[src/rtl/core/jths_pkg.sv]
// Package for the JTAG TAP host sequencer: opcodes, step modes and TAP state tables.
package jths_pkg;

	localparam int STATE_W      = 4;
	localparam int RESET_PULSES = 5;
	localparam int ROUTE_LIMIT  = 16;

	localparam logic [1:0] OP_GOTO  = 2'd0;
	localparam logic [1:0] OP_SHIFT = 2'd1;
	localparam logic [1:0] OP_IDLE  = 2'd2;

	localparam logic [STATE_W-1:0] TAP_RESET = 4'd0;

	typedef logic [STATE_W-1:0] tap_state_t;

	typedef enum logic [2:0] {
		MODE_NONE  = 3'd0,
		MODE_RESET = 3'd1,
		MODE_ROUTE = 3'd2,
		MODE_SHIFT = 3'd3,
		MODE_IDLE  = 3'd4
	} mode_t;

	// TAP next state for a given TMS level.
	function automatic tap_state_t tap_next(input tap_state_t s, input logic tms);
		tap_state_t lo;
		tap_state_t hi;
		case (s)
			4'd0:    begin lo = 4'd1;  hi = 4'd0;  end
			4'd1:    begin lo = 4'd1;  hi = 4'd2;  end
			4'd2:    begin lo = 4'd3;  hi = 4'd9;  end
			4'd3:    begin lo = 4'd4;  hi = 4'd5;  end
			4'd4:    begin lo = 4'd4;  hi = 4'd5;  end
			4'd5:    begin lo = 4'd6;  hi = 4'd8;  end
			4'd6:    begin lo = 4'd6;  hi = 4'd7;  end
			4'd7:    begin lo = 4'd4;  hi = 4'd8;  end
			4'd8:    begin lo = 4'd1;  hi = 4'd2;  end
			4'd9:    begin lo = 4'd10; hi = 4'd0;  end
			4'd10:   begin lo = 4'd11; hi = 4'd12; end
			4'd11:   begin lo = 4'd11; hi = 4'd12; end
			4'd12:   begin lo = 4'd13; hi = 4'd15; end
			4'd13:   begin lo = 4'd13; hi = 4'd14; end
			4'd14:   begin lo = 4'd11; hi = 4'd15; end
			4'd15:   begin lo = 4'd1;  hi = 4'd2;  end
			default: begin lo = 4'd0;  hi = 4'd0;  end
		endcase
		return tms ? hi : lo;
	endfunction

	// Bit t of the entry for state s is the TMS level that moves from s toward t.
	function automatic logic [15:0] route_mask(input tap_state_t s);
		logic [15:0] m;
		case (s)
			4'd0:    m = 16'h0001;
			4'd1:    m = 16'hFFFD;
			4'd2:    m = 16'hFE03;
			4'd3:    m = 16'hFFE7;
			4'd4:    m = 16'hFFEF;
			4'd5:    m = 16'hFF0F;
			4'd6:    m = 16'hFFBF;
			4'd7:    m = 16'hFF0F;
			4'd8:    m = 16'hFEFD;
			4'd9:    m = 16'h01FF;
			4'd10:   m = 16'hF3FF;
			4'd11:   m = 16'hF7FF;
			4'd12:   m = 16'h87FF;
			4'd13:   m = 16'hDFFF;
			4'd14:   m = 16'h87FF;
			4'd15:   m = 16'h7FFD;
			default: m = 16'h0000;
		endcase
		return m;
	endfunction

endpackage

[src/rtl/core/jtag_tap_host_sequencer.sv]
// A transaction is taken only when idle; the sequencer then enters its run state and loads
// each result into the output register, one result per cycle from the step unit, stalled
// while the output register is held. A new transaction waits until the last result is loaded.
// Reset (arst_n low, asynchronous) puts the tracked TAP state at test-logic-reset,
// clears the held TMS level and drops any pending result.
module jtag_tap_host_sequencer #(
	parameter int MAX_PULSES = 64
) (
	input  logic                   clk,
	input  logic                   arst_n,
	input  logic                   in_valid,
	output logic                   in_ready,
	input  logic [1:0]             operation,
	input  jths_pkg::tap_state_t   target_state,
	input  logic                   tdi_bit,
	input  logic                   last_bit,
	input  logic                   exit_on_last,
	input  logic                   tdo_level,
	input  logic [6:0]             pulse_count,
	output logic                   out_valid,
	input  logic                   out_ready,
	output logic                   pulse,
	output logic                   tms_level,
	output logic                   tdi_level,
	output logic                   tdo_captured,
	output jths_pkg::tap_state_t   tap_state_after,
	output logic                   last
);
	import jths_pkg::*;

	// Remaining-step counter must hold MAX_PULSES and the route limit.
	localparam int CLOG_W = $clog2(MAX_PULSES + 1);
	localparam int CNT_W  = (CLOG_W > 5) ? CLOG_W : 5;
	localparam logic [6:0] MAX_P7 = 7'(MAX_PULSES);

	typedef enum logic [1:0] {
		ST_IDLE = 2'b01,
		ST_RUN  = 2'b10
	} seq_state_t;

	seq_state_t         state_q;
	mode_t              mode_q;
	tap_state_t         tap_state_q;
	logic               tms_held_q;
	tap_state_t         target_q;
	logic               tdi_q;
	logic               tdo_q;
	logic               exit_q;
	logic [CNT_W-1:0]   remain_q;

	logic               out_valid_q;
	logic               pulse_q;
	logic               tms_q;
	logic               tdi_out_q;
	logic               tdo_out_q;
	tap_state_t         tap_after_q;
	logic               last_q;

	// Accept side: decide the step mode and the step count for the new transaction.
	logic               accept;
	logic [6:0]         idle_sat;
	mode_t              new_mode;
	logic [CNT_W-1:0]   new_remain;

	assign in_ready = (state_q == ST_IDLE);
	assign accept   = in_valid && in_ready;
	assign idle_sat = (pulse_count > MAX_P7) ? MAX_P7 : pulse_count;

	always_comb begin
		new_mode   = MODE_NONE;
		new_remain = CNT_W'(1);
		case (operation)
			OP_GOTO: begin
				if (target_state == TAP_RESET) begin
					new_mode   = MODE_RESET;
					new_remain = CNT_W'(RESET_PULSES);
				end else if (target_state != tap_state_q) begin
					new_mode   = MODE_ROUTE;
					new_remain = CNT_W'(ROUTE_LIMIT);
				end
			end
			OP_SHIFT: begin
				new_mode = MODE_SHIFT;
			end
			OP_IDLE: begin
				if (idle_sat != 7'd0) begin
					new_mode   = MODE_IDLE;
					new_remain = CNT_W'(idle_sat);
				end
			end
			default: begin
				new_mode = MODE_NONE;
			end
		endcase
	end

	// Step unit: one TCK pulse per step except in no-op mode. The next-state lookup moves
	// the tracked TAP state; the mode picks the TMS level and whether the state advances.
	logic               emit;
	logic               step_tms;
	logic               step_adv;
	logic               step_last;
	logic               step_done;
	logic               remain_one;
	logic [15:0]        mask_row;
	tap_state_t         step_next;

	assign emit       = (state_q == ST_RUN) && (!out_valid_q || out_ready);
	assign remain_one = (remain_q == CNT_W'(1));
	assign mask_row   = route_mask(tap_state_q);
	assign step_next  = step_adv ? tap_next(tap_state_q, step_tms) : tap_state_q;

	always_comb begin
		step_tms  = tms_held_q;
		step_adv  = 1'b0;
		step_last = 1'b1;
		step_done = 1'b1;
		case (mode_q)
			MODE_RESET: begin
				step_tms  = 1'b1;
				step_adv  = 1'b1;
				step_last = remain_one;
				step_done = remain_one;
			end
			MODE_ROUTE: begin
				step_tms  = mask_row[target_q];
				step_adv  = 1'b1;
				// Stop at the target, or give up after the route limit without a last mark.
				step_last = (tap_next(tap_state_q, mask_row[target_q]) == target_q);
				step_done = step_last || remain_one;
			end
			MODE_SHIFT: begin
				// Raise TMS only on a final bit that asks to leave the shift state.
				if (exit_q) begin
					step_tms = 1'b1;
					step_adv = 1'b1;
				end
			end
			MODE_IDLE: begin
				step_last = remain_one;
				step_done = remain_one;
			end
			default: begin
				step_last = 1'b1;
				step_done = 1'b1;
			end
		endcase
	end

	// Sequencer control and tracked TAP state.
	always_ff @(posedge clk or negedge arst_n) begin
		if (!arst_n) begin
			state_q     <= ST_IDLE;
			tap_state_q <= TAP_RESET;
			tms_held_q  <= 1'b0;
			out_valid_q <= 1'b0;
		end else begin
			case (state_q)
				ST_IDLE: begin
					if (accept) begin
						state_q <= ST_RUN;
					end
				end
				ST_RUN: begin
					if (emit && step_done) begin
						state_q <= ST_IDLE;
					end
				end
				default: begin
					state_q <= ST_IDLE;
				end
			endcase
			if (emit && step_adv) begin
				tap_state_q <= step_next;
				tms_held_q  <= step_tms;
			end
			if (emit) begin
				out_valid_q <= 1'b1;
			end else if (out_ready) begin
				out_valid_q <= 1'b0;
			end
		end
	end

	// Transaction payload and step counter.
	always_ff @(posedge clk) begin
		if (accept) begin
			mode_q   <= new_mode;
			remain_q <= new_remain;
			target_q <= target_state;
			tdi_q    <= tdi_bit;
			tdo_q    <= tdo_level;
			exit_q   <= last_bit && exit_on_last;
		end else if (emit) begin
			remain_q <= remain_q - CNT_W'(1);
		end
	end

	// Output register: hold the result until the consumer takes it.
	always_ff @(posedge clk) begin
		if (emit) begin
			pulse_q     <= (mode_q != MODE_NONE);
			tms_q       <= step_tms;
			tdi_out_q   <= (mode_q == MODE_SHIFT) ? tdi_q : 1'b0;
			tdo_out_q   <= (mode_q == MODE_SHIFT) ? tdo_q : 1'b0;
			tap_after_q <= step_next;
			last_q      <= step_last;
		end
	end

	assign out_valid       = out_valid_q;
	assign pulse           = pulse_q;
	assign tms_level       = tms_q;
	assign tdi_level       = tdi_out_q;
	assign tdo_captured    = tdo_out_q;
	assign tap_state_after = tap_after_q;
	assign last            = last_q;

`ifndef SYNTH
	// A pending result always reports the current tracked TAP state.
	a_after_matches: assert property (@(posedge clk) disable iff (!arst_n)
		out_valid_q |-> (tap_after_q == tap_state_q))
		else $error("pending result disagrees with tracked TAP state");

	// A no-pulse result is always the final result of its transaction.
	a_nopulse_last: assert property (@(posedge clk) disable iff (!arst_n)
		(out_valid_q && !pulse_q) |-> last_q)
		else $error("no-pulse result not marked last");

	// The tracked state moves only together with a freshly loaded pulse result.
	a_state_moves: assert property (@(posedge clk) disable iff (!arst_n)
		(tap_state_q != $past(tap_state_q)) |-> (out_valid_q && pulse_q))
		else $error("TAP state changed without a pulse");

	// An accepted transaction always blocks the next one in the cycle after the accept.
	a_busy_after_accept: assert property (@(posedge clk) disable iff (!arst_n)
		accept |=> !in_ready)
		else $error("sequencer ready right after accepting a transaction");
`endif

endmodule

[config.mk]
export PLATFORM = sky130hd
export DESIGN_NAME = jtag_tap_host_sequencer
export DESIGN_NICKNAME = d
export VERILOG_FILES = /design/src/rtl/core/jths_pkg.sv /design/src/rtl/core/jtag_tap_host_sequencer.sv
export SDC_FILE = /design/constraint.sdc
export NUM_CORES = 1
export LEC_CHECK = 0
export BUFFER_PORTS_ARGS = -buffer_cell sky130_fd_sc_hd__clkbuf_2
export CELL_PAD_IN_SITES_DETAIL_PLACEMENT = 0
export CELL_PAD_IN_SITES_GLOBAL_PLACEMENT = 1
export CORE_MARGIN = 2
export CORE_UTILIZATION = 41
export DETAILED_ROUTE_END_ITERATION = 6
export GPL_ROUTABILITY_DRIVEN = 0
export PLACE_DENSITY_LB_ADDON = 0.1
export SYNTH_ARGS = -nofsm -noshare
export SYNTH_HDL_FRONTEND = slang
export SYNTH_SLANG_ARGS = --single-unit
[constraint.sdc]
create_clock -name clk -period 2.65 [get_ports clk]
set_input_delay 0.795 -clock clk [delete_from_list [all_inputs] [get_ports clk]]
set_output_delay 0.795 -clock clk [all_outputs]
set_load 0.05 [all_outputs]
==> Word-level counts from Yosys, hierarchy flattened <==
Memory sizes are Yosys's and may differ from the RTL's.
Index checks and enable logic that the tools add are counted.
Widths: inputs -> output; s select.
{ "totals": {"regBits": 34, "rom_bits": 496, "input_bits": 21, "output_inout_bits": 11, "elab_cells": 80, "mem_count": 3} }
{ "op_classes": {"add_sub_neg": 1, "order_cmp": 2, "eq_ne": 13, "mux": 28, "reduce_logical": 17} }
{ "memory_table": {"columns": ["name", "depth", "word_bits", "rd", "rd_ports_with_merged_regs", "write_ports", "line_no", "text"], "rows": [
  ["(name not given)", 16, 15, 1, 0, 0, "jths_pkg.sv:53", "case (s)"],
  ["(name not given)", 16, 8, 1, 0, 0, "jths_pkg.sv:28", "case (s)"],
  ["(name not given)", 16, 8, 1, 0, 0, "jths_pkg.sv:28", null]
]} }
{ "ops": {"columns": ["cell", "count"], "rows": [
  ["$mux 7", 4],
  ["$pmux 7 s2", 1],
  ["$mux 4", 3],
  ["$mux 5", 2],
  ["$pmux 3 s3", 1],
  ["$mux 2", 4],
  ["$mux 8", 1],
  ["$eq 7x1->1 const B", 1],
  ["$gt 7x7->1 const B", 1],
  ["$reduce_bool 7->1", 1],
  ["$sub 7x1->7 const B", 1],
  ["$eq 3x2->1 const B", 2],
  ["$pmux 1 s2", 3],
  ["$logic_and 1x1->1", 5],
  ["$lt 4x5->1 const B", 1],
  ["$mux 1", 5],
  ["$bmux 1 s4", 1],
  ["$eq 2x1->1 const B", 2],
  ["$eq 2x2->1 const B", 2],
  ["$eq 4x4->1", 1],
  ["$logic_not 4->1", 1],
  ["$ne 2x1->1 const B", 2],
  ["$ne 4x4->1", 1],
  ["$pmux 2 s2", 1],
  ["other kinds (11)", 14]
]} }

==> Depth between registers and ports, before layout <==
An unclocked memory read counts as a cell.
{ "depth": {"ltp_word": 10, "depth_mapped": 12, "depth_no_buf": 10} }

==> Worst setup path before layout <==
No wires, ideal clock.
{ "synth_timing": {"path_kind": "register to register", "startpoint": "register tap_state_q[0]", "endpoint": "register tap_after_q[0], in the netlist tap_state_after[0] (data pin)", "setup_time_ps": 260, "arrival_time_ps": 2652, "required_time_ps": 2390, "path_slack_ps": -262, "path_stages_with_launch": 13, "path_buffers": 2, "period_less_slack_ps": 2912, "cell_sequence": "dfrtp_1 -> buf_6 -> inv_1 -> ha_1 -> nor2b_1 -> mux2i_1 -> o31a_1 -> a22oi_4 -> a21oi_2 -> o22a_1 -> buf_6 -> mux2_4 -> mux2_2"} }
{ "synth_via": {"elab_chain_cells": 6, "word_cells_on_any_way": 7, "cone_classes": "5 x mux; 2 x memory"} }
{ "synth_rtl": {"columns": ["item", "line_no", "text"], "rows": [
  ["start: declaration", "jtag_tap_host_sequencer.sv:43", "tap_state_t tap_state_q;"],
  ["start signal: assignment", "jtag_tap_host_sequencer.sv:174", "tap_state_q <= step_next;"],
  ["$mem_v2 16x15", null, null],
  ["$bmux 1 s4", "jtag_tap_host_sequencer.sv:126", "step_tms = mask_row[target_q];"],
  ["$mux 1 (not written as such)", "jtag_tap_host_sequencer.sv:126", null],
  ["$pmux 1 s3", "jtag_tap_host_sequencer.sv:118", "case (mode_q)"],
  ["via step_tms", "jtag_tap_host_sequencer.sv:100", "logic step_tms;"],
  ["$mux 4", "jths_pkg.sv:47", "return tms ? hi : lo;"],
  ["$mux 4", "jtag_tap_host_sequencer.sv:111", "assign step_next = step_adv ? tap_next(tap_state_q, step_tms) : tap_state_q;"],
  ["via step_next[0]", "jtag_tap_host_sequencer.sv:106", "tap_state_t step_next;"],
  ["end signal: assignment", "jtag_tap_host_sequencer.sv:206", "tap_after_q <= step_next;"],
  ["end: declaration", "jtag_tap_host_sequencer.sv:56", "tap_state_t tap_after_q;"]
]} }
The timed path passes the listed nets, and every way through them passes these cells. The select of a mux whose other input is x is not followed.
A chain may end at the register's enable or synchronous reset.

==> Final worst setup path <==
{ "layout_timing": {"startpoint": "register tap_state_q[0]", "endpoint": "register tap_after_q[0], in the netlist tap_state_after[0] (data pin)"} }
{ "layout_via": {"elab_chain_cells": 6, "word_cells_on_any_way": 7, "cone_classes": "5 x mux; 2 x memory"} }
{ "layout_rtl": {"columns": ["item", "line_no"], "rows": [
  ["$mem_v2 16x15", null],
  ["$bmux 1 s4", "jtag_tap_host_sequencer.sv:126"],
  ["$mux 1 (not written as such)", "jtag_tap_host_sequencer.sv:126"],
  ["$pmux 1 s3", "jtag_tap_host_sequencer.sv:118"],
  ["$mux 4", "jths_pkg.sv:47"],
  ["$mux 4 *", "jtag_tap_host_sequencer.sv:111"],
  ["via step_next[0]", "jtag_tap_host_sequencer.sv:106"]
]} }
Mark *: on every way through the listed nets, which the timed path passes. The rest lies on a longest branch. The select of a mux whose other input is x is not followed.

==> summary.md <==
| Metric | Value |
|---|---|
| Core Region | `5820 um^2` |
| DRT iter0 DRCs | `124` |
| Clock network fraction of design power | `0.107` |
| Final Hold Fails | `0` |
| Total Routed Length | `5650 um` |
| Fraction of power spent switching nets | `0.421` |
| Vias in the first global route | `1860` |
| Layout filler cell count | `529` |
| Total clock sinks | `34` |
| Cell type with the highest occurrence count on the critical path | `mux2_4` |
| Count of buffers from port buffering | `31` |
| CTS Hold Buffers Added | `0` |
| Number of placement rows | `28` |
| Worst EP arrival | `2840 ps` |
| Fin worst setup slack | `-155 ps` |
| H-tree levels | `2` |
| Multi-input gate area | `1470 um^2` |
| Area Overhead vs Synth | `29.4%` |
| #FFs+latches synth | `34` |
| Met1 layer usage reported by global route | `0.276` |
| Total setup violations reported at the end of the flow | `11` |
| Io pins | `32` |
| Internal Pwr Total | `2.17 mW` |
| Antenna violations before repair | `0` |
| Met2 routing resource usage after global routing | `0.288` |
| Remaining routing DRC violations | `0` |
| Synth Cell Area | `2420 um^2` |
| Cell type of the slowest stage on the worst timing path | `dfrtp_1` |
| Category of the worst setup path capture point | `flip-flop` |
| Category of the critical setup timing path | `flip-flop to flip-flop` |
| Largest net degree at the start of global routing | `21` |
| Setup clock skew after layout | `7.33 ps` |
| Final net count | `332` |
| Flip-flop and latch area | `982 um^2` |
| Post-synthesis async set-or-reset flop share | `0.235` |
| R2R depth | `10` |
| IR drop worst, VDD | `0.474 mV` |
| Overall die area | `6550 um^2` |
| Share of cells above drive strength 1 | `0.394` |
| Proportion of power drawn by combinational gates | `0.630` |
| Worst max-slew margin expressed relative to the limit | `0.635` |
| Setup repair after global routing missed its margin | `true` |
| ANT nets after route | `0` |
| Max Buffers Root-to-Sink | `2` |
| Drt via density | `5.32` |
| Leading cell type in the layout, fill and taps excluded | `buf_4` |
| Cell-by-cell listing of the critical path | `clkinvlp_4, ha_4, mux2_4, a31oi_4, o31a_1, a22oi_4, a21oi_4, o22a_1, mux2_4, mux2_4` |
| Max-slew violation total from the final report | `0` |
| Data required time at the worst endpoint | `2690 ps` |
| Insertion delay of the later-clocked pin in the worst-skew pair | `280 ps` |
| Post-DR wirelength/cell | `15.0 um` |
| CTS tree | `built` |
| Routing layer with the top usage in global route | `met2` |
| Vertical die dimension | `80.9 um` |
| Startpoint class of the critical path | `flip-flop` |
| Nets in the synthesized netlist | `269` |
| Overall track demand over capacity in global routing | `0.188` |
| Type of the tightest min-delay check | `input pin to async pin` |
| Die span in x | `80.9 um` |
| Failing checks | `setup timing` |
| Maximum single-stage delay on the critical path | `420 ps` |
| Sequential Power Share | `0.263` |
| Clock-pin transition on the worst setup and hold timing paths | `70 ps` |
| Final critical-path share of the clock period | `1.06` |
| Number of clock buffers inserted by TritonCTS | `5` |
| Top library cells by usage in the layout, fill and taps aside | `32 x buf_4, 31 x clkbuf_2, 26 x edfxtp_1, 19 x nand2_1, 16 x nor2_1` |
| Cell variety after synth | `66` |
| Root Buffer Master | `clkbuf_8` |
| Crit-path max FO | `5` |
| Min Tclk post-route | `2810 ps` |
| Via count of the routed design | `2005` |
| Warnings from Yosys | `0` |
| Mean instance size in the synthesized netlist | `10.2 um^2` |
| Fraction of the core area covered by cells at the end of the flow | `0.539` |
| Outcome | `finished with violations` |
| Number of enable-type register cells in the synthesized netlist | `26` |
| Power per standard cell area | `1200 nW/um^2` |
| Gate count of the mapped netlist | `238` |
| Final Power | `3.75 mW` |
| Total grt overflow | `0` |
| DP HPWL | `4330 um` |
| Diodes inserted | `0` |
| Leakage | `1.28 nW` |
| Transition at the pin with the smallest max-transition slack | `541 ps` |
| Global routing met3 resource utilization | `0.0367` |
| Net switching power | `1.58 mW` |
| Share of synthesized area occupied by flip-flops and latches | `0.405` |
| Number of optimization iterations in the first detailed-route pass | `4` |
| Wire length of the first global-routing pass | `9360 um` |
| Maximum Capacitance Violations | `0` |
| Initial core utilization | `0.417` |
| Flip-flop cell with the highest count after synthesis | `edfxtp_1` |
| Pre-CTS setup slack | `-153 ps` |
| Maximum operating frequency | `0.356 GHz` |
[cells by family (layout without fill, tap and decap cells)]
family                     after synthesis  count (layout)  share of synthesized area
adders and majority gates               10              10                     0.0516
muxes                                   19              19                     0.0882
DFF                                     34              34                      0.405
buffers and inverters                   23              87                     0.0506
AOI/OAI and AO/OA                       58              58                      0.180
and+or+nand+nor                         83              83                      0.185
xor gates and xnor gates                11              11                     0.0397
[power by group through the flow]
stage | Combinational (mW) | Clock [mW] | Sequential (mW)
after floorplan | 1.43 | 0 | 1.06
after global placement | 2.19 | 0 | 0.991
after detailed placement | 2.18 | 0 | 0.990
after CTS | 2.24 | 0.408 | 0.983
after global routing | 2.57 | 0.433 | 1.01
final | 2.36 | 0.401 | 0.985
[synth_stat cells (3+ instances only)]
master,count,area [um^2]
inv_1,10,37.5
nor2b_1,5,31.3
nand2_1,19,71.3
buf_6,3,33.8
mux2_2,11,124
edfxtp_1,26,781
dfrtp_1,7,175
a21o_1,3,22.5
ha_1,10,125
and2_1,6,37.5
xor2_1,5,43.8
a31oi_1,4,25.0
nor3_1,6,30.0
xnor2_1,6,52.6
a21oi_1,12,60.1
nand3_1,4,20.0
mux2i_1,6,60.1
nor4_1,3,18.8
nor2_1,17,63.8
buf_2,4,20.0
nor3b_1,5,37.5
o21ai_0,12,60.1
nand2b_1,3,18.8
[timing repair]
| item | CTS | global route |
|---|---|---|
| gates resized for setup | 8 | 13 |
| buffers inserted | 0 | 3 |
| pin swaps | 5 | 8 |
| endpoints found under the setup margin | 11 | 11 |
[flip-flops by register name, indices dropped and copies added (netlist names)]
register / cells
remain_q: 7
tap_state_after: 4
tap_state_q: 4
target_q: 4
mode_q: 3
state_q: 2
exit_q: 1
last: 1
out_valid: 1
pulse: 1
tdi_level: 1
tdi_q: 1
tdo_captured: 1
tdo_q: 1
tms_held_q: 1
tms_level: 1
[final cells by class]
type                    count  area share
clock inverters             2     0.00399
flip-flops and latches     34       0.313
repair buffers             67       0.143
well taps                  75      0.0299
multi-input cells         181       0.468
inverters                  12      0.0156
clock buffers               6      0.0263
[metal layers]
| metal | vias to the layer above | part of all wire |
|---|---|---|
| met2 | 49 | 0.45 |
| li1 | 1008 | - |
| met3 | 5 | 0.038 |
| met5 | - | 0 |
| met4 | 0 | 0.0094 |
| met1 | 943 | 0.50 |
[final timing paths]
kind	slack (ps)	end	startpoint
setup / recovery	-160	tap_state_after[0]$_DFFE_PP_	tap_state_q[0]$_DFFE_PN0P_
hold / removal	360	tap_state_q[2]$_DFFE_PN0P_	arst_n
setup reg to reg	-160	tap_state_after[0]$_DFFE_PP_	tap_state_q[0]$_DFFE_PN0P_
hold reg to reg	520	tms_held_q$_DFFE_PN0P_	tms_held_q$_DFFE_PN0P_
max in group asynchronous	2030	state_q[0]$_DFFE_PN1P_	arst_n
min in group clk	520	tms_held_q$_DFFE_PN0P_	tms_held_q$_DFFE_PN0P_
[through the flow]
stage / TNS, ps / hold WS (ps) / instance area (um^2) / instances
floorplan: -198 / 482 / 2500 / 238
global placement: -659 / 521 / 2940 / 367
finish: -1020 / 358 / 3140 / 377
CTS: -456 / 361 / 3070 / 375
detailed placement: -692 / 505 / 2940 / 367
global route: -1910 / 353 / 3140 / 377
[worst max-delay path, delay by kind of cell, from the launching register on]
kind | cells | cell delay (ps)
mux | 3 | 840
compound gates | 5 | 830
flops | 1 | 420
buf+inv | 1 | 230
fa+ha+maj | 1 | 230
Note: power is estimated with default switching activity, not from simulation.
